--- config.mk ---
export PLATFORM = sky130hd
export DESIGN_NAME = hsfp_out_stage
export DESIGN_NICKNAME = d
export VERILOG_FILES = /design/src/rtl/hsfp_pkg.sv /design/src/rtl/hsfp_out_stage.sv
export SDC_FILE = /design/constraint.sdc
export NUM_CORES = 1
export LEC_CHECK = 0
export BUFFER_PORTS_ARGS = -buffer_cell sky130_fd_sc_hd__buf_2
export CAP_MARGIN = 25
export CORE_MARGIN = 2
export CORE_UTILIZATION = 43
export DETAILED_ROUTE_END_ITERATION = 8
export PLACE_DENSITY = 0.83
export SLEW_MARGIN = 5
export SYNTH_ARGS = -nofsm -noshare
export SYNTH_HDL_FRONTEND = slang
export SYNTH_SLANG_ARGS = --single-unit
--- constraint.sdc ---
create_clock -name aclk -period 3.1 [get_ports aclk]
set_input_delay 0.155 -clock aclk [delete_from_list [all_inputs] [get_ports aclk]]
set_output_delay 0.155 -clock aclk [all_outputs]
set_load 0.005 [all_outputs]
--- src/rtl/hsfp_pkg.sv ---
`timescale 1ns / 1ps
// shared constants, codes and types for the five-point heat stencil
package hsfp_pkg;

    // fixed field widths
    localparam int VALUE_W    = 32;
    localparam int IDX_W      = 10;
    localparam int ALPHA_W    = 15;
    localparam int SIZE_W     = 11;
    localparam int CFG_DATA_W = 15;
    localparam int CFG_IDX_W  = 2;

    // default grid limits
    localparam int MAX_COLS_DEF = 1024;
    localparam int MAX_ROWS_DEF = 1024;
    localparam int MIN_SIZE     = 3;

    localparam logic [SIZE_W-1:0] ROWS_RESET = 11'd1024;
    localparam logic [SIZE_W-1:0] COLS_RESET = 11'd1024;

    // arithmetic widths: laplacian sum, product, rounded product
    localparam int D_W        = 35;
    localparam int P_W        = 51;
    localparam int Q_W        = 35;
    localparam int SUM_W      = 36;
    localparam int ROUND_BIAS = 32768;
    localparam int FRAC_SHIFT = 16;

    localparam logic [VALUE_W-1:0] VALUE_MAX = 32'h7FFF_FFFF;
    localparam logic [VALUE_W-1:0] VALUE_MIN = 32'h8000_0000;

    // configuration register indexes
    typedef enum logic [CFG_IDX_W-1:0] {
        CFG_ALPHA = 2'd0,
        CFG_ROWS  = 2'd1,
        CFG_COLS  = 2'd2
    } cfg_idx_t;

    // per-word control carried alongside the data through the pipe
    typedef struct packed {
        logic             emit_up;    // word finishes the cell one row above
        logic             emit_own;   // word lies in the last row, copied out
        logic             interior;   // cell above is an interior cell
        logic             frame_end;  // own copy is the last cell of the grid
        logic [IDX_W-1:0] up_row;
        logic [IDX_W-1:0] own_row;
        logic [IDX_W-1:0] col;
    } tag_t;

endpackage

--- src/rtl/hsfp_out_stage.sv ---
`timescale 1ns / 1ps
// result register holding up to two pending words per input word
module hsfp_out_stage (
    input  logic                           aclk,
    input  logic                           aresetn,
    input  logic                           in_valid,
    input  hsfp_pkg::tag_t                 in_tag,
    input  logic [hsfp_pkg::VALUE_W-1:0]   up_value,
    input  logic [hsfp_pkg::VALUE_W-1:0]   own_value,
    output logic                           load,
    output logic                           m_valid,
    input  logic                           m_ready,
    output logic [hsfp_pkg::VALUE_W-1:0]   m_next_value,
    output logic [hsfp_pkg::IDX_W-1:0]     m_out_row,
    output logic [hsfp_pkg::IDX_W-1:0]     m_out_col,
    output logic                           m_frame_end
);

    logic                         pend_up_reg, pend_own_reg;
    logic [hsfp_pkg::VALUE_W-1:0] up_value_reg, own_value_reg;
    logic [hsfp_pkg::IDX_W-1:0]   up_row_reg, own_row_reg, col_reg;
    logic                         frame_end_reg;

    // free next cycle if empty or the last pending word leaves now
    assign load = !(pend_up_reg || pend_own_reg)
                  || (m_ready && (pend_up_reg ^ pend_own_reg));

    always_ff @(posedge aclk) begin
        if (!aresetn) begin
            pend_up_reg  <= 1'b0;
            pend_own_reg <= 1'b0;
        end else if (load) begin
            pend_up_reg  <= in_valid && in_tag.emit_up;
            pend_own_reg <= in_valid && in_tag.emit_own;
        end else if (m_ready && pend_up_reg) begin
            pend_up_reg  <= 1'b0;
        end
    end

    always_ff @(posedge aclk) begin
        if (load) begin
            up_value_reg  <= up_value;
            own_value_reg <= own_value;
            up_row_reg    <= in_tag.up_row;
            own_row_reg   <= in_tag.own_row;
            col_reg       <= in_tag.col;
            frame_end_reg <= in_tag.frame_end;
        end
    end

    // finished cell above goes out before the copied last-row cell
    assign m_valid      = pend_up_reg || pend_own_reg;
    assign m_next_value = pend_up_reg ? up_value_reg : own_value_reg;
    assign m_out_row    = pend_up_reg ? up_row_reg : own_row_reg;
    assign m_out_col    = col_reg;
    assign m_frame_end  = !pend_up_reg && frame_end_reg;

endmodule

# --- Yosys cells after proc, flatten, opt, wreduce, memory -nomap -nowiden ---
# Index checks and enable logic that the tools add are counted.
word_totals:
  output_inout_bits: 55
  word_cells: 23
  register_bits: 97
  input_bits: 102
op_classes:
  bitwise_logic: 1
  muxes: 4
  n_reduce_logical: 10
ops:
  columns: ["op", "count"]
  rows:
  - ["32-bit two-way mux", 1]
  - ["10-bit two-way mux", 1]
  - ["1-bit logical AND", 5]
  - ["1-bit logical NOT", 2]
  - ["1-bit logical OR", 2]
  - ["1-bit two-way mux", 2]
  - ["2-bit nonzero test", 1]
  - ["1-bit bitwise XOR", 1]

# --- Depth between registers and ports, before layout ---
logic_depth:
  word_depth: 4
  ltp_mapped: 6
  ltp_nobuf: 4

# --- Worst setup path after synthesis ---
# OpenSTA, ideal clock, no wires.
synth_path:
  path_kind: "register to register"
  startpoint: "reg pend_up_reg"
  endpoint: "reg frame_end_reg, enable pin"
  slack_ns: -0.246
  t_required_ns: 2.650
  path_buffers: 2
  arrival_time_ns: 2.896
  synth_period_minus_slack_ns: 3.346
  setup_time_ns: 0.450
  stages_incl_launch_ff: 7
  cell_sequence: "dfxtp_1 > buf_6 > buf_8 > inv_1 > ha_1 > a21oi_1 > inv_1"
synth_via:
  elab_chain_len: 3
  elab_cells_between_ends: 5
  cone_classes: "1 x bitwise; 4 x reduce/logical"
synth_lines:
  columns: ["element", "line", "rtl"]
  rows:
  - ["start: declaration", "hsfp_out_stage.sv:19", "logic pend_up_reg, pend_own_reg;"]
  - ["start signal: assignment", "hsfp_out_stage.sv:33", "pend_up_reg <= in_valid && in_tag.emit_up;"]
  - ["1-bit bitwise XOR / 1-bit logical OR (equally long branches)", "hsfp_out_stage.sv:26, hsfp_out_stage.sv:25", null]
  - ["1-bit logical AND / 1-bit logical NOT (equally long branches)", "hsfp_out_stage.sv:26, hsfp_out_stage.sv:25", null]
  - ["1-bit logical OR *", "hsfp_out_stage.sv:26", "|| (m_ready && (pend_up_reg ^ pend_own_reg));"]
  - ["named net load", "hsfp_out_stage.sv:10", "output logic load,"]
  - ["end signal: assignment", "hsfp_out_stage.sv:47", "frame_end_reg <= in_tag.frame_end;"]
  - ["end: declaration", "hsfp_out_stage.sv:22", "logic frame_end_reg;"]
# Mark *: on every way through the listed nets, which the timed path passes. The rest lies on a longest branch.
# A chain may end at the register's enable or synchronous reset.

# --- Worst setup path after layout ---
layout_path:
  startpoint: "reg pend_own_reg"
  endpoint: "out load"
layout_via:
  elab_chain_len: 3
  elab_cells_between_ends: 5
  cone_classes: "1 x bitwise; 4 x reduce/logical"
layout_lines:
  columns: ["element", "line", "rtl"]
  rows:
  - ["start: declaration", "hsfp_out_stage.sv:19", null]
  - ["start signal: assignment", "hsfp_out_stage.sv:34", "pend_own_reg <= in_valid && in_tag.emit_own;"]
  - ["1-bit bitwise XOR / 1-bit logical OR (equally long branches)", "hsfp_out_stage.sv:26, hsfp_out_stage.sv:25", null]
  - ["1-bit logical AND / 1-bit logical NOT (equally long branches)", "hsfp_out_stage.sv:26, hsfp_out_stage.sv:25", null]
  - ["1-bit logical OR *", "hsfp_out_stage.sv:26", null]
  - ["end: declaration", "hsfp_out_stage.sv:10", null]
# Every way passes the cells marked *; elsewhere a longest branch is shown, timed or not.

==> flow_summary.yaml <==
status:
  status: "finished, final reports clean"
cells_and_area:
  diodes: 0
  postLayoutCoreUtil: 0.686
  final_layout_size_suffix_gt1_frac: 0.513
  areaGrowthSynthToFinish_pct: 54.2
  nets: 519
worst_setup_path:
  crit_arrival_ps: 1940
  cp-start-kind: "register"
  path_class: "register to output pin"
  r2r-start: "pend_own_reg"
  r2r_end: "up_row_reg[9]"
  rrSetupSlack_ps: 1350
  cp-end-kind: "output pin"
  rr_worst_depth: 5
  crit_fanout: 44
  required_ps: 2940
cts:
  clk_latency_ps: 350
  cts.clk_slew.worst_paths_ps: 90
  htreeDepth: 3
  clock_sinks: 97
  post_cts_resized: 0
  clockBufferDepth: 2
  clock-root-buffer: "clkbuf_8"
  numCtsBuffers: 9
  cts_tree: "done"
detailed_routing:
  ant_nets: 0
  wire_per_inst_um: 15.6
  num_vias: 2373
  dr.pass1.iters: 4
  drcViolationCount: 0
  wirelength_mm: 8.23
  drtIter0Drc: 47
  vias_per_cell: 4.51
min_path:
  hold_depth: 3
  hold_end: "pend_up_reg"
  hold_path_class: "input pin to register"
  hold_start: "in_valid"
die:
  io_pins: 157
  rows: 33
  die_w_um: 96.4
  die_area_um2: 9300
  die_h_um: 96.4
  start_util: 0.445
  placeableCoreArea_um2: 8260
timing:
  hold_viol: 0
  layout_min_cycle_time_ps: 2100
  worst_slew_pin_slew_ps: 779
  maxSlewHeadroom: 0.480
  fin_skew_ps: 12.3
  max_freq_mhz: 477
  rsz0062_at_grt: "no"
  finalSetupViolCount: 0
  finalSetupTns_ps: 0
  maxSlewViolCount: 0
  fin_crit_sh: 0.677
run:
  maxCapViolations: 0
pwr:
  p_per_area_nw_per_um2: 497
  combPwrFrac: 0.149
  p_int_w: 0.00222
  p_clk_frac: 0.279
  p_sw_w: 0.000599
  switching_share: 0.213
  seqPwrFrac: 0.572
  fin_total_pwr_w: 0.00282
  leakage_nw: 2.42
  peakVddDrop_mv: 0.314
synthesis:
  ys_ff_latch: 97
  synth_cells: 157
  synth_top_area_frac: 0.777
  synth.distinct_cells: 16
  yosysSeqAreaShare: 0.787
  yosysTopAreaCell: "edfxtp_1"
  ys_warn_count: 0
  syn_area_per_cell_um2: 23.4
  synthTopCellsByArea: "edfxtp_1 (78%), mux2_4 (16%), buf_12 (1.6%)"
  syn_nets: 260
  syn_area_um2: 3670
global_route:
  grt_pass1_vias: 2580
  grt_max_degree: 53
  grt_pass1_wl_mm: 11.7
  antenna_found_initial: 0
  grt-ovfl-total: 0
  track_usage: 0.174
place:
  port_buffers: 155
  finalWeightedCongestion: 0.709
==> Yosys cell counts <==
| cell type | n |
|---|---|
| buf_12 | 3 |
| buf_6 | 1 |
| mux2_4 | 38 |
| ha_1 | 1 |
| buf_8 | 1 |
| nand3_1 | 2 |
| nand2_1 | 1 |
| mux2_2 | 4 |
| edfxtp_1 | 95 |
| o21ai_0 | 1 |
| nand4bb_1 | 1 |
| a21oi_1 | 1 |
| mux2i_1 | 1 |
| dfxtp_1 | 2 |
| nor2b_1 | 1 |
| inv_1 | 4 |
==> timing repair <==
item	4_1_cts	5_1_grt
hold buffers	95	0
setup buffers	0	0
hold endpoints to repair	95	0
==> metal layers <==
| layer | vias to the layer above | wire (um) | global-route usage | part of all wire |
|---|---|---|---|---|
| met3 | 16 | 665 | 0.0535 | 0.081 |
| met2 | 111 | 4650 | 0.345 | 0.56 |
| li1 | 1129 | - | - | - |
| met1 | 1117 | 2780 | 0.163 | 0.34 |
| met5 | - | 0 | 0 | 0 |
| met4 | 0 | 140 | 0.0634 | 0.017 |
==> area by class of cell <==
| class | count | area [um2] |
|---|---|---|
| inverters | 4 | 18.8 |
| clock inverters | 5 | 57.6 |
| multi-input cells | 51 | 683 |
| fillers | 556 | 2590 |
| clock buffers | 11 | 131 |
| flip-flops and latches | 97 | 2890 |
| well taps | 105 | 131 |
| repair buffers | 253 | 1750 |
==> placed cells by master (no fill, tap or decap), types with 2 or more instances in the layout <==
master         synthesis  routed
nand3_1                2       2
inv_1                  4       3
clkinvlp_4             0       3
clkbuf_1               0       2
clkbuf_8               0       9
buf_4                  0       3
buf_2                  0     155
edfxtp_1              95      95
mux2_4                38      38
dlygate4sd3_1          0      95
mux2_2                 4       4
==> power groups by stage <==
stage / clock network (W) / logic [W] / registers, W
floorplan: 0 / 0.000171 / 0.00164
global placement: 0 / 0.000314 / 0.00163
detailed placement: 0 / 0.000323 / 0.00164
CTS: 0.000804 / 0.000417 / 0.00161
global route: 0.000855 / 0.000456 / 0.00162
finish: 0.000784 / 0.000420 / 0.00161
==> worst max-delay path by stage <==
stage | end | start
after global placement | up_value_reg[2] | pend_own_reg
after detailed placement | up_value_reg[2] | pend_own_reg
after CTS | load | pend_up_reg
final | load | pend_own_reg
after floorplan | frame_end_reg | pend_up_reg
after global routing | load | pend_up_reg
==> critical path, stage by stage (launching register included) <==
cell,delay (ps)
dfxtp_1,340
inv_1,40
ha_1,280
a21oi_2,250
clkinvlp_4,140
buf_4,300
buf_2,210
==> cell families after synthesis <==
group | Yosys count | share of synthesized area
AOI/OAI and AO/OA | 2 | 0.00272
muxes | 43 | 0.170
DFF | 97 | 0.787
buffers and inverters | 9 | 0.0276
and+or+nand+nor | 5 | 0.00851
adders and majority gates | 1 | 0.00341
==> metrics by stage <==
stage               cells  hold WS (ps)  worst slack (ps)  instance area, um2
floorplan             157           254              79.1                3680
global placement      415           332              1420                4530
detailed placement    415           333              1380                4530
CTS                   526          62.2               995                5670
global route          526          65.8               895                5670
finish                526          78.8              1000                5670
Power figures use the tool's default switching activity.
