File: config.mk
export PLATFORM = sky130hd
export DESIGN_NAME = hsfp_stencil_pipe
export DESIGN_NICKNAME = d
export VERILOG_FILES = /design/src/rtl/hsfp_pkg.sv /design/src/rtl/hsfp_stencil_pipe.sv
export SDC_FILE = /design/constraint.sdc
export NUM_CORES = 2
export LEC_CHECK = 0
export ABC_AREA = 1
export BUFFER_PORTS_ARGS = -buffer_cell sky130_fd_sc_hd__buf_4
export CAP_MARGIN = 15
export CORE_MARGIN = 5
export CORE_UTILIZATION = 41
export CTS_CLUSTER_SIZE = 30
export DETAILED_ROUTE_END_ITERATION = 10
export MAX_ROUTING_LAYER = met4
export PLACE_DENSITY_LB_ADDON = 0.08
export SETUP_SLACK_MARGIN = 0.2
export SLEW_MARGIN = 20
export SYNTH_ARGS = -nofsm -noshare
export SYNTH_HDL_FRONTEND = slang
export SYNTH_SLANG_ARGS = --single-unit
export TNS_END_PERCENT = 5
File: constraint.sdc
create_clock -name aclk -period 8.65 [get_ports aclk]
set_clock_uncertainty 0.1 [all_clocks]
set_input_delay 1.73 -clock aclk [delete_from_list [all_inputs] [get_ports aclk]]
set_output_delay 1.73 -clock aclk [all_outputs]
set_load 0.005 [all_outputs]
File: src/rtl/hsfp_pkg.sv
`timescale 1ns / 1ps
// shared constants, codes and types for the five-point heat stencil
package hsfp_pkg;

    // fixed field widths
    localparam int VALUE_W    = 32;
    localparam int IDX_W      = 10;
    localparam int ALPHA_W    = 15;
    localparam int SIZE_W     = 11;
    localparam int CFG_DATA_W = 15;
    localparam int CFG_IDX_W  = 2;

    // default grid limits
    localparam int MAX_COLS_DEF = 1024;
    localparam int MAX_ROWS_DEF = 1024;
    localparam int MIN_SIZE     = 3;

    localparam logic [SIZE_W-1:0] ROWS_RESET = 11'd1024;
    localparam logic [SIZE_W-1:0] COLS_RESET = 11'd1024;

    // arithmetic widths: laplacian sum, product, rounded product
    localparam int D_W        = 35;
    localparam int P_W        = 51;
    localparam int Q_W        = 35;
    localparam int SUM_W      = 36;
    localparam int ROUND_BIAS = 32768;
    localparam int FRAC_SHIFT = 16;

    localparam logic [VALUE_W-1:0] VALUE_MAX = 32'h7FFF_FFFF;
    localparam logic [VALUE_W-1:0] VALUE_MIN = 32'h8000_0000;

    // configuration register indexes
    typedef enum logic [CFG_IDX_W-1:0] {
        CFG_ALPHA = 2'd0,
        CFG_ROWS  = 2'd1,
        CFG_COLS  = 2'd2
    } cfg_idx_t;

    // per-word control carried alongside the data through the pipe
    typedef struct packed {
        logic             emit_up;    // word finishes the cell one row above
        logic             emit_own;   // word lies in the last row, copied out
        logic             interior;   // cell above is an interior cell
        logic             frame_end;  // own copy is the last cell of the grid
        logic [IDX_W-1:0] up_row;
        logic [IDX_W-1:0] own_row;
        logic [IDX_W-1:0] col;
    } tag_t;

endpackage

File: src/rtl/hsfp_stencil_pipe.sv
`timescale 1ns / 1ps
// laplacian, alpha product, rounding and saturating update
module hsfp_stencil_pipe (
    input  logic                           aclk,
    input  logic                           aresetn,
    input  logic                           en,
    input  logic                           in_valid,
    input  hsfp_pkg::tag_t                 in_tag,
    input  logic [hsfp_pkg::ALPHA_W-1:0]   alpha,
    input  logic [hsfp_pkg::VALUE_W-1:0]   left,
    input  logic [hsfp_pkg::VALUE_W-1:0]   right,
    input  logic [hsfp_pkg::VALUE_W-1:0]   up,
    input  logic [hsfp_pkg::VALUE_W-1:0]   center,
    input  logic [hsfp_pkg::VALUE_W-1:0]   down,
    output logic                           out_valid,
    output hsfp_pkg::tag_t                 out_tag,
    output logic [hsfp_pkg::VALUE_W-1:0]   out_up_value,
    output logic [hsfp_pkg::VALUE_W-1:0]   out_own_value
);

    localparam int D_W   = hsfp_pkg::D_W;
    localparam int P_W   = hsfp_pkg::P_W;
    localparam int Q_W   = hsfp_pkg::Q_W;
    localparam int SUM_W = hsfp_pkg::SUM_W;
    localparam int V_W   = hsfp_pkg::VALUE_W;
    localparam logic signed [P_W-1:0] BIAS = P_W'(hsfp_pkg::ROUND_BIAS);

    logic                   s2_valid_reg, s3_valid_reg, s4_valid_reg;
    hsfp_pkg::tag_t         s2_tag_reg, s3_tag_reg, s4_tag_reg;
    logic [V_W-1:0]         s2_center_reg, s3_center_reg, s4_center_reg;
    logic [V_W-1:0]         s2_down_reg, s3_down_reg, s4_down_reg;
    logic signed [D_W-1:0]  d_next, s2_d_reg;
    logic signed [P_W-1:0]  p_next, s3_p_reg, p_bias;
    logic signed [Q_W-1:0]  q_next, s4_q_reg;
    logic signed [15:0]     alpha_s;
    logic signed [SUM_W-1:0] sum;
    logic [V_W-1:0]         sat;

    assign alpha_s = {1'b0, alpha};

    always_comb begin
        d_next = D_W'($signed(left)) + D_W'($signed(right)) + D_W'($signed(up))
               + D_W'($signed(down)) - (D_W'($signed(center)) <<< 2);
        p_next = s2_d_reg * alpha_s;
        // round to nearest, ties upward
        p_bias = s3_p_reg + BIAS;
        q_next = Q_W'(p_bias >>> hsfp_pkg::FRAC_SHIFT);
        sum    = SUM_W'($signed(s4_center_reg)) + SUM_W'(s4_q_reg);
        if (sum[SUM_W-1:V_W-1] == '0 || sum[SUM_W-1:V_W-1] == '1) begin
            sat = sum[V_W-1:0];
        end else if (sum[SUM_W-1]) begin
            sat = hsfp_pkg::VALUE_MIN;
        end else begin
            sat = hsfp_pkg::VALUE_MAX;
        end
    end

    always_ff @(posedge aclk) begin
        if (!aresetn) begin
            s2_valid_reg <= 1'b0;
            s3_valid_reg <= 1'b0;
            s4_valid_reg <= 1'b0;
        end else if (en) begin
            s2_valid_reg <= in_valid;
            s3_valid_reg <= s2_valid_reg;
            s4_valid_reg <= s3_valid_reg;
        end
    end

    always_ff @(posedge aclk) begin
        if (en) begin
            s2_tag_reg    <= in_tag;
            s2_center_reg <= center;
            s2_down_reg   <= down;
            s2_d_reg      <= d_next;
            s3_tag_reg    <= s2_tag_reg;
            s3_center_reg <= s2_center_reg;
            s3_down_reg   <= s2_down_reg;
            s3_p_reg      <= p_next;
            s4_tag_reg    <= s3_tag_reg;
            s4_center_reg <= s3_center_reg;
            s4_down_reg   <= s3_down_reg;
            s4_q_reg      <= q_next;
        end
    end

    assign out_valid     = s4_valid_reg;
    assign out_tag       = s4_tag_reg;
    assign out_up_value  = s4_tag_reg.interior ? sat : s4_center_reg;
    assign out_own_value = s4_down_reg;

endmodule

== After elaboration in Yosys (flattened, before gate mapping) ==
Cells that the tools add are included.
Widths: inputs -> output; s select.
Word-level totals
  output and inout bits: 99
  word-level logic and storage cells: 46
  register bits: 418
Cells by class
  multiplexer cells: 3
  multiply operators: 1
  reduce and logical (&&, ||, !) cells: 2
  equality and inequality tests: 1
  $add $sub $neg: 6
Operator list (count)
  $mux 32: 3
  $add 51x17->51 const B: 1
  $mul 35x16->51: 1
  $add 32x35->36: 1
  $add 34x32->35: 1
  $sub 35x34->35: 1
  $add 33x32->34: 1
  $add 32x32->33: 1
  $eq 5x5->1 const B: 1
  $logic_not 5->1: 1
  $logic_or 1x1->1: 1

== Depth between registers and ports, before layout ==
  depth in word-level cells: 5
  mapped depth: 28
  depth with buffers taken out: 26

== Least setup slack after synthesis ==
OpenSTA, ideal clock, no wires.
  path type: input-to-reg
  from: in alpha[7] in the netlist's numbering
  to: reg s3_p_reg[24], data pin
  data arrival time: 6.900 ns
  setup time: 0.265 ns
  setup slack: 1.385 ns
  stages on the path: 24
  path buffers: 2
  required time: 8.285 ns
  cells stage by stage: clkbuf_1 > clkbuf_1 > nand2_1 > fa_1 > inv_1 > fa_1 > inv_1 > fa_1 > inv_1 > fa_1 > fa_1 > inv_1 > fa_1 > inv_1 > ha_1 > nand2_1 > nor2_1 > inv_1 > nor3_1 > inv_1 > o21ai_0 > a21oi_1 > o21ai_0 > xor2_1
On the way
  word-level cells in the longest chain between the ends: 1
RTL lines
  start: declaration: line hsfp_stencil_pipe.sv:9  | input logic [hsfp_pkg::ALPHA_W-1:0] alpha,
  $mul 35x16->51: line hsfp_stencil_pipe.sv:44  | p_next = s2_d_reg * alpha_s;
  via p_next[24]: line hsfp_stencil_pipe.sv:33  | logic signed [P_W-1:0] p_next, s3_p_reg, p_bias;
  end signal: assignment: line hsfp_stencil_pipe.sv:79  | s3_p_reg <= p_next;
  end: declaration: line hsfp_stencil_pipe.sv:33
The timed path passes the listed nets, and every way through them passes these cells.
A chain may end at the register's enable or synchronous reset.

== Worst setup path after layout ==
  from: in alpha[9] in the netlist's numbering
  to: reg s3_p_reg[44], data pin
Same word-level chain as after synthesis.

==> qor.csv <==
metric,value,unit
Post-synth EDFFs,400,
number of top-level pins,312,
top-area cell type share of the netlist area,0.308,
routed length per instance,19.7,microns
vias,27200,
fillers,9240,
# rows,113,
Synth async-reset ratio,0,
max reg flops,36,
Final ANT Viol Nets,0,
worst-margin pin slew,1.07,ns
syn_nets,5070,
DPL Wire Length,90400,microns
CTS Root Buffer Type,clkbuf_16,
antenna violations before repair,2,
CP Capture Type,flip-flop,
DR DRC count,0,
core area,0.0947,sq mm
largest net degree at the start of global routing,143,
IO buf count,311,
Crit path top cell by count,fa_1,
CTS Buf Count,47,
Vias/cell,4.82,
#FFs+latches synth,403,
RSZ-0062 raised after global routing,no,
max incr delay on CP,0.59,ns
sequential area share after synthesis,0.309,
run status,"finished, final reports clean",
total negative slack,0,ns
fin crit period,7.47,ns
aggregate routed wire length,111000,microns
share of cells above drive strength 1,0.113,
CP Launch Type,input pin,
Final GP Congestion,0.921,
via count of the first global-routing pass,29000,
"Setup violations, final",0,
final hold vios,0,
Resized cells post-CTS,0,
Total GRT Usage,0.228,
clock latency on the worst-skew pair,0.60,ns
Ys Warns,0,
Layout Nets,5340,
"Hold-fix buffers, CTS",0,
H-tree depth,2,
max-slew violations,0,
Setup CP Type,in2reg,
"slowest stage cell, crit path",fa_1,
Pre-Repair DR Iteration Count,6,
mapped cell area,0.0391,sq mm
DR iter-0 viols,1841,
grt total ovfl,0,
Synth area leaders,"edfxtp_1, fa_1, inv_1",
ys flop type,edfxtp_1,
initial core utilization,0.412,
count of different cell masters after synthesis,51,
"Reg clk slew, reported paths",0.06,ns
slew margin rel.,0.290,
max-cap violation count,0,
CTS Buffer Depth,3,
required time worst endpoint,8.88,ns
Syn Area/Cell,9.58,sq um
die area,0.102,sq mm
Chip Width,319,microns
Die Y,319,microns
CTS tree,yes,
Syn-to-layout area delta,13.5,%
Yosys top cell by area,edfxtp_1,
Post-Syn Instances,4076,
Fmax,134,MHz
Sink Count,403,
first-pass GRT wire length,174000,microns
crit path cell chain,buf_4 > buf_4 > nand2_1 > fa_1 > inv_1 > fa_1 > fa_1 > fa_1 > fa_1 > inv_1 > fa_1 > inv_1 > ha_1 > a21oi_1 > inv_1 > a21oi_1 > inv_1 > a21boi_0 > o21ai_0 > a21oi_1 > o21ai_0 > xor2_1,
Tcrit/Tclk final,0.864,
"critical path fanouts, max",28,
Worst EP arrival,7.70,ns
Hold Path Class,reg2reg,
"Setup Fix Bufs, Post-CTS",0,
==> critical path, delay by kind of cell <==
kind / cells / cell delay, ns
adder cells (fa/ha/maj): 7 / 3.39
AO/OA/AOI/OAI: 6 / 1.39
buffers and inverters: 7 / 0.88
XOR/XNOR: 1 / 0.20
AND/OR/NAND/NOR: 1 / 0.07
==> cells in the mapped netlist, types with 3 or more instances <==
cell type	instances
and3_1	3
clkbuf_1	95
a21oi_2	31
a21o_1	5
nor4_1	20
a21boi_0	4
o21ai_0	69
nor2_2	6
dfxtp_1	3
xor2_1	87
fa_1	592
inv_2	12
nand3_1	85
nor3_2	6
nand2_1	848
o211ai_1	6
buf_6	4
nor3_1	15
xnor2_1	52
edfxtp_1	400
inv_1	1061
a31oi_1	21
o21bai_1	9
nand3_2	3
buf_12	3
nand4_1	17
ha_1	189
nand3b_1	3
a21oi_1	163
nor2_1	199
o21ai_1	7
nand2_2	24
a211oi_1	3
o21a_1	9
==> through the flow <==
stage	utilization	std cells	hold WS, ns	worst slack [ns]	cell area (sq um)
floorplan	-	4076	0.300	1.39	39100
global placement	0.450	5562	0.300	0.496	42600
detailed placement	0.450	5562	0.305	0.534	42600
CTS	0.468	5650	0.299	1.24	44300
global route	0.468	5651	0.301	0.824	44300
finish	0.468	5651	0.295	1.18	44300
==> cell type report <==
type / instances / area (sq um) / area share
multi-input cells: 2494 / 22500 / 0.507
flip-flops and latches: 403 / 12100 / 0.272
inverters: 1073 / 4030 / 0.0909
repair buffers: 327 / 2490 / 0.0561
well taps: 1265 / 1580 / 0.0357
clock buffers: 51 / 1190 / 0.0269
clock inverters: 37 / 507 / 0.0114
diodes: 1 / 2.50 / 0.0000565
==> layout by cell type (no fill, tap or decap), types with 3 or more instances in the layout <==
cell type   count
inv_1        1061
nand2_1       848
fa_1          592
edfxtp_1      400
buf_4         324
nor2_1        199
ha_1          189
a21oi_1       163
xor2_1         87
nand3_1        85
o21ai_0        69
xnor2_1        52
clkbuf_16      47
a21oi_2        31
nand2_2        24
a31oi_1        21
nor4_1         20
nand4_1        17
nor3_1         15
inv_2          12
o21a_1          9
o21bai_1        9
bufinv_16       9
clkinv_1        8
o21ai_1         7
o211ai_1        6
nor2_2          6
nor3_2          6
a21o_1          5
clkinv_2        5
a21boi_0        4
clkbuf_1        4
clkinvlp_4      4
and3_1          3
nand3b_1        3
a211oi_1        3
nand3_2         3
inv_6           3
clkinv_4        3
dfxtp_1         3
==> cell families (layout without fill, tap and decap cells) <==
logic type      after synthesis  after routing  share of synthesized area
flops                       403            403                      0.309
buf+inv                    1179           1488                      0.116
xor+xnor                    139            139                     0.0312
fa+ha+maj                   781            781                      0.364
compound gates              335            335                     0.0498
other cells                   0              1                          0
simple gates               1239           1239                      0.130
==> per-layer routing <==
layer	track usage	vias up	share of wire
li1	-	12900	-
met1	0.316	13600	0.46
met2	0.371	637	0.48
met3	0.0257	114	0.045
met4	0.0396	0	0.018
met5	-	-	0
==> worst paths after layout <==
path                        from             end  slack, ns  depth (start not counted)
setup / recovery        alpha[9]    s3_p_reg[44]       1.18                         22
hold / removal    s2_down_reg[9]  s3_down_reg[9]       0.29                          0
setup reg to reg    s2_d_reg[21]    s3_p_reg[44]       1.73                         20
hold reg to reg   s2_down_reg[9]  s3_down_reg[9]       0.29                          0
Power is left out: the tool's default activity adds up to more than one toggle a clock period on the data nets, which glitch-free logic cannot reach.
