`config.mk`:
```
export PLATFORM = sky130hd
export DESIGN_NAME = hsfp_raster_ctrl
export DESIGN_NICKNAME = d
export VERILOG_FILES = /design/src/rtl/hsfp_pkg.sv /design/src/rtl/hsfp_raster_ctrl.sv
export SDC_FILE = /design/constraint.sdc
export NUM_CORES = 1
export LEC_CHECK = 0
export BUFFER_PORTS_ARGS = -buffer_cell sky130_fd_sc_hd__buf_2
export CAP_MARGIN = 20
export CORE_ASPECT_RATIO = 0.9
export CORE_MARGIN = 3
export CORE_UTILIZATION = 30
export CTS_CLUSTER_SIZE = 10
export DETAILED_ROUTE_END_ITERATION = 16
export GPL_TIMING_DRIVEN = 0
export RECOVER_POWER = 100
export SYNTH_ARGS = -nofsm -noshare
export SYNTH_HDL_FRONTEND = slang
export SYNTH_SLANG_ARGS = --single-unit
```
`constraint.sdc`:
```
create_clock -name aclk -period 4.7 [get_ports aclk]
set_clock_uncertainty 0.15 [all_clocks]
set_input_delay 0.705 -clock aclk [delete_from_list [all_inputs] [get_ports aclk]]
set_output_delay 0.705 -clock aclk [all_outputs]
set_load 0.05 [all_outputs]
```
`src/rtl/hsfp_pkg.sv`:
```
`timescale 1ns / 1ps
// shared constants, codes and types for the five-point heat stencil
package hsfp_pkg;

    // fixed field widths
    localparam int VALUE_W    = 32;
    localparam int IDX_W      = 10;
    localparam int ALPHA_W    = 15;
    localparam int SIZE_W     = 11;
    localparam int CFG_DATA_W = 15;
    localparam int CFG_IDX_W  = 2;

    // default grid limits
    localparam int MAX_COLS_DEF = 1024;
    localparam int MAX_ROWS_DEF = 1024;
    localparam int MIN_SIZE     = 3;

    localparam logic [SIZE_W-1:0] ROWS_RESET = 11'd1024;
    localparam logic [SIZE_W-1:0] COLS_RESET = 11'd1024;

    // arithmetic widths: laplacian sum, product, rounded product
    localparam int D_W        = 35;
    localparam int P_W        = 51;
    localparam int Q_W        = 35;
    localparam int SUM_W      = 36;
    localparam int ROUND_BIAS = 32768;
    localparam int FRAC_SHIFT = 16;

    localparam logic [VALUE_W-1:0] VALUE_MAX = 32'h7FFF_FFFF;
    localparam logic [VALUE_W-1:0] VALUE_MIN = 32'h8000_0000;

    // configuration register indexes
    typedef enum logic [CFG_IDX_W-1:0] {
        CFG_ALPHA = 2'd0,
        CFG_ROWS  = 2'd1,
        CFG_COLS  = 2'd2
    } cfg_idx_t;

    // per-word control carried alongside the data through the pipe
    typedef struct packed {
        logic             emit_up;    // word finishes the cell one row above
        logic             emit_own;   // word lies in the last row, copied out
        logic             interior;   // cell above is an interior cell
        logic             frame_end;  // own copy is the last cell of the grid
        logic [IDX_W-1:0] up_row;
        logic [IDX_W-1:0] own_row;
        logic [IDX_W-1:0] col;
    } tag_t;

endpackage

```
`src/rtl/hsfp_raster_ctrl.sv`:
```
`timescale 1ns / 1ps
// raster position counters, grid size clamping and per-word control
module hsfp_raster_ctrl #(
    parameter int MAX_ROWS = hsfp_pkg::MAX_ROWS_DEF,
    parameter int MAX_COLS = hsfp_pkg::MAX_COLS_DEF
) (
    input  logic                              aclk,
    input  logic                              aresetn,
    input  logic                              accept,
    input  logic [hsfp_pkg::SIZE_W-1:0]       rows_cfg,
    input  logic [hsfp_pkg::SIZE_W-1:0]       cols_cfg,
    output logic [$clog2(MAX_COLS)-1:0]       col,
    output logic [$clog2(MAX_COLS)-1:0]       col_plus,
    output hsfp_pkg::tag_t                    tag_reg
);

    localparam int ROW_W  = $clog2(MAX_ROWS);
    localparam int COL_W  = $clog2(MAX_COLS);
    localparam int RLIM_W = ($clog2(MAX_ROWS + 1) > hsfp_pkg::SIZE_W) ?
                            $clog2(MAX_ROWS + 1) : hsfp_pkg::SIZE_W;
    localparam int CLIM_W = ($clog2(MAX_COLS + 1) > hsfp_pkg::SIZE_W) ?
                            $clog2(MAX_COLS + 1) : hsfp_pkg::SIZE_W;

    logic [ROW_W-1:0]  row_cnt_reg, row_cnt_next;
    logic [COL_W-1:0]  col_cnt_reg, col_cnt_next;
    logic [RLIM_W-1:0] rows_eff, row_last, row_ext;
    logic [CLIM_W-1:0] cols_eff, col_last, col_ext;
    logic              last_row, last_col;
    logic [31:0]       row32, row_up32, col32;
    hsfp_pkg::tag_t    tag_next;

    // sizes outside the legal range act as the nearest limit
    always_comb begin
        if (RLIM_W'(rows_cfg) < RLIM_W'(hsfp_pkg::MIN_SIZE)) begin
            rows_eff = RLIM_W'(hsfp_pkg::MIN_SIZE);
        end else if (RLIM_W'(rows_cfg) > RLIM_W'(MAX_ROWS)) begin
            rows_eff = RLIM_W'(MAX_ROWS);
        end else begin
            rows_eff = RLIM_W'(rows_cfg);
        end
        if (CLIM_W'(cols_cfg) < CLIM_W'(hsfp_pkg::MIN_SIZE)) begin
            cols_eff = CLIM_W'(hsfp_pkg::MIN_SIZE);
        end else if (CLIM_W'(cols_cfg) > CLIM_W'(MAX_COLS)) begin
            cols_eff = CLIM_W'(MAX_COLS);
        end else begin
            cols_eff = CLIM_W'(cols_cfg);
        end
    end

    always_comb begin
        row_last = rows_eff - RLIM_W'(1);
        col_last = cols_eff - CLIM_W'(1);
        row_ext  = RLIM_W'(row_cnt_reg);
        col_ext  = CLIM_W'(col_cnt_reg);
        last_row = row_ext >= row_last;
        last_col = col_ext >= col_last;

        row32    = 32'(row_cnt_reg);
        row_up32 = row32 - 32'd1;
        col32    = 32'(col_cnt_reg);

        tag_next.emit_up   = row_cnt_reg != '0;
        tag_next.emit_own  = last_row;
        tag_next.interior  = (row_cnt_reg >= ROW_W'(2)) && (row_ext < rows_eff)
                             && (col_cnt_reg != '0) && (col_ext < col_last);
        tag_next.frame_end = last_col;
        tag_next.up_row    = row_up32[hsfp_pkg::IDX_W-1:0];
        tag_next.own_row   = row32[hsfp_pkg::IDX_W-1:0];
        tag_next.col       = col32[hsfp_pkg::IDX_W-1:0];

        // a counter at or past the last index wraps
        if (last_col) begin
            col_cnt_next = '0;
            row_cnt_next = last_row ? '0 : row_cnt_reg + ROW_W'(1);
        end else begin
            col_cnt_next = col_cnt_reg + COL_W'(1);
            row_cnt_next = row_cnt_reg;
        end
    end

    always_ff @(posedge aclk) begin
        if (!aresetn) begin
            row_cnt_reg <= '0;
            col_cnt_reg <= '0;
        end else if (accept) begin
            row_cnt_reg <= row_cnt_next;
            col_cnt_reg <= col_cnt_next;
        end
    end

    always_ff @(posedge aclk) begin
        if (accept) begin
            tag_reg <= tag_next;
        end
    end

    assign col      = col_cnt_reg;
    assign col_plus = col_cnt_reg + COL_W'(1);

endmodule

```
Yosys cells after proc, flatten, opt, wreduce, memory -nomap -nowiden
Cells that the tools add are included.
- input bits: 25
- register bits: 54
- logic and storage cells: 35
- output and inout port bits: 54
- multiplexer cells: 6
- magnitude comparators: 9
- reductions and logical operators: 6
- add/subtract/negate cells: 5
- operator list (operator ; number):
    11-bit two-way mux ; 4
    10-bit by 11-bit greater-or-equal comparator with 1-bit output ; 2
    11-bit > comparator, second input constant ; 2
    10-bit by 11-bit < comparator with 1-bit output ; 2
    11-bit by 2-bit < comparator with 1-bit output, second input constant ; 2
    11-bit by 1-bit subtractor with 11-bit output, second input constant ; 2
    10-bit by 1-bit adder with 10-bit output, second input constant ; 2
    10-bit two-way mux ; 2
    10-bit nonzero test ; 2
    10-bit by 2-bit greater-or-equal comparator with 1-bit output, second input constant ; 1
    10-bit by 1-bit subtractor with 10-bit output, second input constant ; 1
    1-bit logical AND ; 3
    2-bit AND reduction ; 1

Longest topological paths before layout
Gate-level depths: netlist of run 1.
- depth after elaboration: 7
- gate-level depth with buffers: 17
- depth with buffers taken out: 15

Worst setup path after synthesis of run 1
OpenSTA, ideal clock, no wires.
- path type: input to register
- from: input rows_cfg[9] (netlist bit)
- to: register row_cnt_reg[3]
- library setup time: 0.117 ns
- buffers on the path: 3
- required time: 4.433 ns
- cell stages on the path: 17
- path slack: 0.888 ns
- arrival: 3.545 ns
- cell sequence: nor4_1 > and2_1 > o21ai_0 > ha_1 > clkbuf_1 > nand3_1 > o21ai_0 > a21o_1 > ha_1 > nand2_1 > o211ai_1 > a21oi_1 > or2_2 > buf_2 > and3_2 > buf_6 > a22o_1
- cells in the longest elaborated chain, start to end: 6
- elaborated cells between the ends (all ways): 7
- classes of those cells: add/sub: 1; order compare: 3; mux: 3
- RTL lines (what ; RTL line ; text):
    from (decl) ; hsfp_raster_ctrl.sv:10 ; input logic [hsfp_pkg::SIZE_W-1:0] rows_cfg,
    11-bit > comparator ; hsfp_raster_ctrl.sv:36 ; end else if (RLIM_W'(rows_cfg) > RLIM_W'(MAX_ROWS)) begin
    11-bit two-way mux ; hsfp_raster_ctrl.sv:36 ;
    11-bit two-way mux * ; hsfp_raster_ctrl.sv:34 ; if (RLIM_W'(rows_cfg) < RLIM_W'(hsfp_pkg::MIN_SIZE)) begin
    11-bit by 1-bit subtractor with 11-bit output * ; hsfp_raster_ctrl.sv:51 ; row_last = rows_eff - RLIM_W'(1);
    10-bit by 11-bit greater-or-equal comparator with 1-bit output * ; hsfp_raster_ctrl.sv:55 ; last_row = row_ext >= row_last;
    10-bit two-way mux * ; hsfp_raster_ctrl.sv:74 ; row_cnt_next = last_row ? '0 : row_cnt_reg + ROW_W'(1);
    to (signal assigned) ; hsfp_raster_ctrl.sv:86 ; row_cnt_reg <= row_cnt_next;
    to (decl) ; hsfp_raster_ctrl.sv:24 ; logic [ROW_W-1:0] row_cnt_reg, row_cnt_next;
Every way passes the cells marked *; elsewhere a longest branch is shown, timed or not.
A chain may end at the register's enable or synchronous reset.

Final worst setup path of run 1
- from: input cols_cfg[7] (netlist bit)
- to: register row_cnt_reg[3]
- cells in the longest elaborated chain, start to end: 6
- elaborated cells between the ends (all ways): 7
- classes of those cells: add/sub: 1; order compare: 3; mux: 2; reduce/logical: 1
- RTL lines (what ; RTL line ; text):
    from (decl) ; hsfp_raster_ctrl.sv:11 ; input logic [hsfp_pkg::SIZE_W-1:0] cols_cfg,
    11-bit > comparator ; hsfp_raster_ctrl.sv:43 ; end else if (CLIM_W'(cols_cfg) > CLIM_W'(MAX_COLS)) begin
    11-bit two-way mux ; hsfp_raster_ctrl.sv:43 ;
    11-bit two-way mux * ; hsfp_raster_ctrl.sv:41 ; if (CLIM_W'(cols_cfg) < CLIM_W'(hsfp_pkg::MIN_SIZE)) begin
    11-bit by 1-bit subtractor with 11-bit output * ; hsfp_raster_ctrl.sv:52 ; col_last = cols_eff - CLIM_W'(1);
    10-bit by 11-bit greater-or-equal comparator with 1-bit output * ; hsfp_raster_ctrl.sv:56 ; last_col = col_ext >= col_last;
    2-bit AND reduction (no line) * ; - ;
Marked as above.

==> impl_metrics.tcl, run 1 <==
set metrics [dict create \
    status "finished, violations left" \
    violations "capacitance limit, slew limit" \
    antenna_found_initial 0 \
    multi_input_area_sq_um 2040 \
    whs_ns 0.379 \
    drt-initial-drc-count 162 \
    use_met3_pct 2.49 \
    power_mw 1.06 \
    cts_tree "done" \
    critPathCaptureType "register" \
    drive_gt1_share_pct 12.5 \
    grt_util_met2_pct 20.1 \
    hold_depth 0 \
    seqPwrFrac_pct 48.5 \
    hp-class "register to register" \
    cp.required_ns 4.74 \
    synth-seq-cells 54 \
    clock-sinks 54 \
    clk-insertion-delay-late_ns 0.30 \
    clkPwrFrac_pct 36.1 \
    cp_slowest_cell "a2111oi_1" \
    yosysUniqueCellTypes 60 \
    cp_common_cell "ha_1" \
    dp_hpwl_microns 7280 \
    synth_nets 448 \
    final.period_utilization_pct 91.4 \
    largest_reg_flops 34 \
    p_int_uw 762 \
    syn_area_sq_um 3740 \
    maxSlewHeadroom_pct -25.9 \
    ys_seq_area_share_pct 38.0 \
    met1_usage_pct 19.9 \
    path_cells "clkbuf_1 > nor3_1 > and3_1 > o21bai_1 > ha_1 > buf_2 > a41oi_1 > o21ai_0 > ha_1 > nor2b_1 > a2111oi_1 > a211oi_4 > and3_2 > buf_6 > a22o_1" \
    worstPathMaxFanout 10 \
    ios 79 \
    via_per_inst 5.04 \
    p_switching_uw 300 \
    clkTransAtPathRegs_ns 0.08 \
    hold_start "col[3]" \
    worst_pin_slew_ns 1.89 \
    rrSetupSlack_ns 1.77 \
    swShare_pct 28.2 \
    grt_pass1_vias 3032 \
    maxSlewViolCount 36 \
    setup_tns_ns 0 \
    busiest_layer "met2" \
    final.setup.worst_slack_ns 0.403 \
    cts_hold_buf 0 \
    fp.dieW_microns 124 \
    leakagePower_nw 1.73 \
    hold_viol 0 \
    slowest_delay_ns 0.86 \
    dp_slack_ns 0.416 \
    cts_made_buffers 5 \
    peakVddDrop_mv 0.125 \
    syn_inst 385 \
    ant_nets 0 \
    dr.pass1.iters 4 \
    powerDensity_nw_per_um2 243 \
    synth.avg_cell_area_sq_um 9.71 \
    ctsResizeCount 0 \
    critPathLaunchType "input pin" \
    rr_worst_depth 8 \
    grt_usage_pct 13.6 \
    r2r_end "row_cnt_reg[3]" \
    post_cts_buffers 0 \
    netlist.area_leader.share_pct 27.3 \
    critPathBufInv 3 \
    layout.cells.non_filler 631 \
    regArea_sq_um 1420 \
    ctsHtreeMaxLevel 2 \
    grt_pass1_wl_microns 15200 \
    cap_violations 1 \
    core_area_sq_um 12100 \
    rsz0062_at_grt "false" \
    async_flop_share_pct 0 \
    synth_top_cell_by_area "edfxtp_1" \
    remaining_drc_errors 0 \
    num_rows 38 \
    holdPathEnd "tag_reg[3]" \
    gp_congestion 0.807 \
    synth_ff_type "edfxtp_1" \
    placement.io_buffers 78 \
    critPathTopFamily "compound AO/OA/AOI/OAI gates" \
    yosysWarnings 0 \
    arrival_ns 4.34 \
    n_antenna_cell 0 \
    p_comb_share_pct 15.4 \
    synth-edff-count 34 \
    start_util_pct 30.8 \
    wirelength_microns 9360 \
    area_growth_pct 17.0 \
    setup_viol 0 \
    fillerInstances 1306 \
    die_area_sq_um 13800 \
    die_h_microns 112 \
    worstSetupPathType "input pin to register" \
    wl_per_cell_microns 14.8 \
    netlist_top_cells_area "edfxtp_1 (27%), ha_1 (13%), dfxtp_1 (11%)" \
    fin_crit_ns 4.30 \
    dp_cells 623 \
    grt_max_degree 36 \
    cts.path.max_buffers 2 \
    nNetsFinal 533 \
    fmax_ghz 0.233 \
    clockRootBuffer "clkbuf_16" \
    via_count 3179 \
    grt_overflow 0 \
    timing.rr.start "col[5]" \
]
[layout by cell type, fill, tap and decap left out, types with 3 or more instances in the layout]
cell type  synthesis  layout
a21oi_1           21      21
nor3b_1            3       3
xnor2_1           15      15
nor2b_1            5       5
buf_6              4       3
nand3_1           13      13
o211ai_1           6       6
and3_1             6       7
nor4_1             6       6
nand2_1           34      34
edfxtp_1          34      34
buf_2              3      25
or3_1              4       4
a22o_1             4       4
nand3b_1           8       8
nor2_1            22      22
a211oi_1           5       5
a21o_1             4       4
dfxtp_1           20      20
a31o_2             6       6
inv_1             13      13
clkbuf_16          0       5
o22ai_1            6       6
o21bai_1           3       3
xor2_1             7       7
ha_1              38      38
o21a_1             3       3
nand4_1            4       4
nor3_1            11      11
buf_4             10      10
o21ai_0           17      17
and2b_1            3       3
nand4b_1           3       3
clkbuf_1          11      67
[layer usage]
layer,up-vias,share of wire (%)
li1,1595,-
met1,1478,49
met2,93,42
met3,13,6.6
met4,0,1.7
met5,-,0
[cells in the mapped netlist, types with 7 or more instances]
| master | n |
|---|---|
| clkbuf_1 | 11 |
| inv_1 | 13 |
| xnor2_1 | 15 |
| nand3b_1 | 8 |
| dfxtp_1 | 20 |
| nand3_1 | 13 |
| ha_1 | 38 |
| nor2_1 | 22 |
| o21ai_0 | 17 |
| buf_4 | 10 |
| nand2_1 | 34 |
| xor2_1 | 7 |
| a21oi_1 | 21 |
| edfxtp_1 | 34 |
| nor3_1 | 11 |
[cell type report]
class | instances | share of cell area (%)
clock buffer | 5 | 2.86
timing repair buffer | 78 | 7.32
multi-input combinational | 288 | 46.6
buffer | 30 | 4.43
clock inverter | 3 | 0.601
tap | 160 | 4.58
sequential | 54 | 32.5
inverter | 13 | 1.12
[kinds of logic after synthesis]
kind of cell               synth area share [%]
DFF                                        38.0
xor gates and xnor gates                   5.15
AOI/OAI and AO/OA                          18.3
buffers and inverters                      6.66
and+or+nand+nor                            18.9
muxes                                     0.268
adders and majority gates                  12.7
[worst max path at each step]
| stage | startpoint | end | cells after the start |
|---|---|---|---|
| 4_1_cts | rows_cfg[10] | row_cnt_reg[3] | 18 |
| 3_3_place_gp | rows_cfg[9] | row_cnt_reg[3] | 18 |
| 5_1_grt | cols_cfg[7] | row_cnt_reg[2] | 15 |
| 6_report | cols_cfg[7] | row_cnt_reg[3] | 15 |
| 2_1_floorplan | rows_cfg[9] | row_cnt_reg[3] | 17 |
| 3_5_place_dp | rows_cfg[6] | row_cnt_reg[3] | 18 |
[per-stage QoR]
stage	util [%]	area, sq um
3_3_place_gp	35.7	4330
5_1_grt	36.1	4370
4_1_cts	37.0	4480
6_report	36.1	4370
3_5_place_dp	35.7	4330
2_1_floorplan	-	3740
[worst register-to-register path, cell delays in order (launching register included)]
cell and delay (ns):
dfxtp_1 0.52, ha_1 0.33, a21oi_1 0.14, nor2b_1 0.06, a2111oi_1 0.86, a211oi_4 0.19, and3_2 0.27, buf_6 0.13
a22o_1 0.19
[power by group through the flow]
stage	registers, mW	logic, mW	clock network [mW]
finish	0.515	0.163	0.384
global route	0.517	0.180	0.410
CTS	0.515	0.168	0.390
detailed placement	0.526	0.167	0
global placement	0.526	0.163	0
floorplan	0.551	0.0851	0
(Power assumes the default switching activity.)
==> run 2, diff against run 1 <==
--- a/config.mk
+++ b/config.mk
@@ -13,6 +13,7 @@
 export CTS_CLUSTER_SIZE = 10
 export DETAILED_ROUTE_END_ITERATION = 16
 export GPL_TIMING_DRIVEN = 0
+export PLACE_DENSITY = 0.58
 export RECOVER_POWER = 100
 export SYNTH_ARGS = -nofsm -noshare
 export SYNTH_HDL_FRONTEND = slang
==> impl_metrics.tcl, run 2 (same netlist as run 1, synthesis figures left out) <==
set metrics [dict create \
    antenna_found_initial 0 \
    path_cells "clkbuf_1 > nor4_1 > and2_0 > o21ai_0 > ha_1 > clkbuf_1 > nand3_1 > o21ai_0 > a21o_1 > ha_1 > nand2_1 > o211ai_1 > a21oi_1 > or2_2 > clkbuf_1 > and3_2 > buf_6 > a22o_1" \
    cts_tree "done" \
    powerDensity_nw_per_um2 253 \
    final_common_cell "clkbuf_1" \
    power_mw 1.12 \
    grt_usage_pct 13.7 \
    ant_nets 0 \
    grt_overflow 0 \
    fp.dieW_microns 124 \
    cap_violations 1 \
    clk-insertion-delay-late_ns 0.30 \
    status "finished, violations left" \
    multi_input_area_sq_um 2060 \
    setup_viol 0 \
    postLayoutCellArea_sq_um 4410 \
    final_util_pct 36.4 \
    gp_congestion 0.864 \
    place_area_sq_um 4330 \
    hold_viol 0 \
    n_antenna_cell 0 \
    cts_made_buffers 5 \
    worstPathMaxFanout 8 \
    ctsResizeCount 0 \
    worstSetupPathType "input pin to register" \
    layout_common_cells "clkbuf_1 (71), ha_1 (38), nand2_1 (34), edfxtp_1 (34), nor2_1 (22)" \
    largest_reg_flops 34 \
    die_area_sq_um 13800 \
    p_switching_uw 303 \
    dp_hpwl_microns 7170 \
    via_count 3168 \
    drt-initial-drc-count 116 \
    wirelength_microns 9410 \
    critPathCaptureType "register" \
    maxSlewHeadroom_pct -31.9 \
    violations "capacitance limit, slew limit" \
    dr.pass1.iters 4 \
    clkPwrFrac_pct 39.4 \
    p_comb_share_pct 14.5 \
    via_per_inst 5.02 \
    clock-sinks 54 \
    final.period_utilization_pct 87.7 \
    die_h_microns 112 \
    grt_pass1_wl_microns 15200 \
    hp-class "register to register" \
    leakagePower_nw 1.73 \
    fmax_ghz 0.243 \
    grt_max_degree 36 \
    core_area_sq_um 12100 \
    post_cts_buffers 0 \
    clkTransAtPathRegs_ns 0.08 \
    placement.io_buffers 78 \
    ctsHtreeMaxLevel 2 \
    drive_gt1_share_pct 11.9 \
    seqPwrFrac_pct 46.1 \
    p_int_uw 815 \
    swShare_pct 27.1 \
    remaining_drc_errors 0 \
    fillerInstances 1252 \
    cts_hold_buf 0 \
    ios 79 \
    dp_cells 623 \
    fin_crit_ns 4.12 \
    num_rows 38 \
    critPathLaunchType "input pin" \
    wl_per_cell_microns 14.9 \
    grt_pass1_vias 2969 \
    peakVddDrop_mv 0.131 \
    arrival_ns 4.16 \
    start_util_pct 30.8 \
    maxSlewViolCount 36 \
    nNetsFinal 533 \
    cp_common_cell "clkbuf_1" \
    cts.path.max_buffers 2 \
    rsz0062_at_grt "false" \
    slowest_delay_ns 0.46 \
    regArea_sq_um 1420 \
    worst_pin_slew_ns 1.98 \
    area_growth_pct 18.1 \
    cp.required_ns 4.74 \
    cp_slowest_cell "nor4_1" \
    clockRootBuffer "clkbuf_16" \
    setup_tns_ns 0 \
    layout.cells.non_filler 631 \
]
-- run 2: power groups by stage --
stage               combinational (mW)  clock [mW]  sequential [mW]
global placement                 0.163           0            0.525
finish                           0.163       0.440            0.515
global route                     0.180       0.468            0.517
CTS                              0.167       0.453            0.515
floorplan                       0.0851           0            0.551
detailed placement               0.166           0            0.526
-- run 2: worst paths after layout --
| path | startpoint | end | slack, ns | cells past startpoint |
|---|---|---|---|---|
| setup / recovery | rows_cfg[9] | row_cnt_reg[4] | 0.58 | 18 |
| hold / removal | col[3] | tag_reg[3] | 0.38 | 0 |
| setup reg to reg | row_cnt_reg[0] | row_cnt_reg[4] | 1.92 | 10 |
| hold reg to reg | col[3] | tag_reg[3] | 0.38 | 0 |
-- run 2: per-layer routing --
metal / vias to the layer above / part of all wire, % / track usage [%]
met5: - / 0 / 0
met4: 0 / 1.2 / 4.21
met3: 7 / 5.3 / 2.44
met2: 80 / 44 / 20.6
met1: 1488 / 50 / 19.9
li1: 1593 / - / -
-- run 2: cell type report --
class / instances / area share, %
Timing Repair Buffer: 78 / 7.23
Clock inverter: 3 / 1.08
Tap cell: 160 / 4.54
Buffer: 30 / 4.45
Clock buffer: 5 / 2.83
Inverter: 13 / 1.11
Sequential cell: 54 / 32.2
Multi-Input combinational cell: 288 / 46.6
-- run 2: stage by stage --
step | setup slack [ns] | hold WS [ns]
after global routing | 0.242 | 0.392
after global placement | 0.431 | 0.370
after detailed placement | 0.382 | 0.374
after CTS | 0.687 | 0.386
after floorplan | 0.888 | 0.308
final | 0.578 | 0.377
-- run 2: critical path: cells and delay by family --
| family | cells | cell delay [ns] |
|---|---|---|
| AO/OA/AOI/OAI | 6 | 0.89 |
| buffers and inverters | 4 | 0.61 |
| adder cells (fa/ha/maj) | 2 | 0.53 |
| AND/OR/NAND/NOR | 6 | 1.43 |
==> run 3, diff against run 2 <==
--- a/config.mk
+++ b/config.mk
@@ -7,13 +7,16 @@
 export LEC_CHECK = 0
 export BUFFER_PORTS_ARGS = -buffer_cell sky130_fd_sc_hd__buf_2
 export CAP_MARGIN = 20
+export CELL_PAD_IN_SITES_DETAIL_PLACEMENT = 0
+export CELL_PAD_IN_SITES_GLOBAL_PLACEMENT = 1
 export CORE_ASPECT_RATIO = 0.9
 export CORE_MARGIN = 3
 export CORE_UTILIZATION = 30
+export CTS_BUF_LIST = sky130_fd_sc_hd__clkbuf_4 sky130_fd_sc_hd__clkbuf_8 sky130_fd_sc_hd__clkbuf_16
 export CTS_CLUSTER_SIZE = 10
 export DETAILED_ROUTE_END_ITERATION = 16
 export GPL_TIMING_DRIVEN = 0
-export PLACE_DENSITY = 0.58
+export PLACE_DENSITY = 0.7
 export RECOVER_POWER = 100
 export SYNTH_ARGS = -nofsm -noshare
 export SYNTH_HDL_FRONTEND = slang
==> impl_metrics.tcl, run 3 (same netlist as run 1, synthesis figures left out) <==
set metrics [dict create \
    status "finished, violations left" \
    violations "capacitance limit, slew limit" \
    leakagePower_nw 1.72 \
    arrival_ns 4.20 \
    wl_met2_microns 3940 \
    grt_pass1_wl_microns 15200 \
    ctsHtreeMaxLevel 2 \
    cp_slowest_cell "clkbuf_1" \
    worstSetupPathType "input pin to register" \
    setup_viol 0 \
    grt_usage_pct 13.6 \
    cts.path.max_buffers 2 \
    final.period_utilization_pct 88.3 \
    maxSlewViolCount 36 \
    drt-met1-wl_microns 4870 \
    dp_cells 623 \
    final_common_cell "clkbuf_1" \
    clk-insertion-delay-late_ns 0.30 \
    top_layer_used "met4" \
    remaining_drc_errors 0 \
    fmax_ghz 0.241 \
    worst_pin_slew_ns 1.93 \
    dp_hpwl_microns 7170 \
    critPathCaptureType "register" \
    maxSlewHeadroom_pct -28.7 \
    drt-initial-drc-count 175 \
    grt_max_degree 36 \
    start_util_pct 30.8 \
    hp-class "register to register" \
    die_h_microns 112 \
    num_rows 38 \
    clkTransAtPathRegs_ns 0.08 \
    nNetsFinal 533 \
    area_growth_pct 17.5 \
    wirelength_microns 9340 \
    slowest_delay_ns 0.36 \
    route.met3.wl_microns 370 \
    cap_violations 1 \
    critPathLaunchType "input pin" \
    via_count 3128 \
    largest_reg_flops 34 \
    fin_crit_ns 4.15 \
    cp.required_ns 4.75 \
    core_area_sq_um 12100 \
    via_per_inst 4.96 \
    dr.pass1.iters 4 \
    critPathBufInv 6 \
    cts_hold_buf 0 \
    grt_pass1_vias 2989 \
    antenna_found_initial 0 \
    wl_per_cell_microns 14.8 \
    gp_congestion 0.802 \
    clockRootBuffer "clkbuf_16" \
    setup_tns_ns 0 \
    fillerInstances 1270 \
    ios 79 \
    path_cells "clkbuf_1 > inv_1 > clkbuf_1 > o21ai_0 > ha_1 > clkbuf_1 > nand3_1 > o21ai_0 > a21o_1 > ha_1 > nand2_1 > o211ai_1 > a21oi_1 > or2_2 > clkbuf_1 > and3_2 > buf_6 > a22o_1" \
    ant_nets 0 \
    cts_tree "done" \
    layout.cells.non_filler 631 \
    fp.dieW_microns 124 \
    drive_gt1_share_pct 11.9 \
    peakVddDrop_mv 0.135 \
    powerDensity_nw_per_um2 242 \
    critPathTopFamily "buffers and inverters" \
    rrSetupSlack_ns 1.87 \
    rsz0062_at_grt "false" \
    ctsResizeCount 0 \
    n_antenna_cell 0 \
    hold_viol 0 \
    clock-sinks 54 \
    post_cts_buffers 0 \
    cts_made_buffers 5 \
    die_area_sq_um 13800 \
    layout_common_cells "clkbuf_1 (71), ha_1 (38), nand2_1 (34), edfxtp_1 (34), nor2_1 (22)" \
    cp_common_cell "clkbuf_1" \
    grt_overflow 0 \
    placement.io_buffers 78 \
    worstPathMaxFanout 10 \
]
-- run 3: cell types whose count changed in the layout (fill, tap and decap cells not counted) --
| cell | delta |
|---|---|
| bufinv_16 | -1 |
| clkinv_4 | +1 |
-- run 3: area by class of cell --
cell class                      instances  area [sq um]  area share, %
Buffer                                 30           196           4.47
Tap cell                              160           200           4.56
Clock buffer                            5           125           2.85
Sequential cell                        54          1420           32.4
Timing Repair Buffer                   78           319           7.26
Inverter                               13          48.8           1.11
Multi-Input combinational cell        288          2060           46.8
Clock inverter                          3          26.3          0.598
-- run 3: report_power, final --
part,total [mW],internal [mW],switching [mW],leakage [nW]
Clock,0.386,0.203,0.183,0.0748
Sequential,0.515,0.511,0.00443,0.481
Combinational,0.162,0.0482,0.113,1.17
-- run 3: worst reg2reg max path, delay by kind of cell (launching register included) --
family	cells	cell delay, ns
AOI/OAI and AO/OA	3	0.58
and+or+nand+nor	3	0.58
buffers and inverters	3	0.57
DFF	1	0.50
adders and majority gates	1	0.35
-- run 3: stage by stage --
| step | hold slack (ns) | instance area, sq um | setup slack, ns | utilization (%) | power, mW |
|---|---|---|---|---|---|
| after floorplan | 0.308 | 3740 | 0.888 | - | 0.636 |
| after global placement | 0.381 | 4330 | 0.410 | 35.7 | 0.690 |
| after detailed placement | 0.382 | 4330 | 0.358 | 35.7 | 0.692 |
| after CTS | 0.392 | 4480 | 0.666 | 37.0 | 1.08 |
| after global routing | 0.400 | 4390 | 0.245 | 36.2 | 1.11 |
| final | 0.379 | 4390 | 0.550 | 36.2 | 1.06 |
-- run 3: path summary, 6_finish.rpt --
path,startpoint,to,depth (start not counted)
setup reg to reg,row_cnt_reg[0],row_cnt_reg[5],10
hold / removal,col[3],tag_reg[3],0
setup / recovery,rows_cfg[10],row_cnt_reg[5],18
hold reg to reg,col[3],tag_reg[3],0
-- run 3: layer usage --
metal / vias up / GRT usage, %
met4: 0 / 3.69
met3: 15 / 2.13
met2: 72 / 20.0
met1: 1445 / 20.5
li1: 1596 / -
met5: - / 0
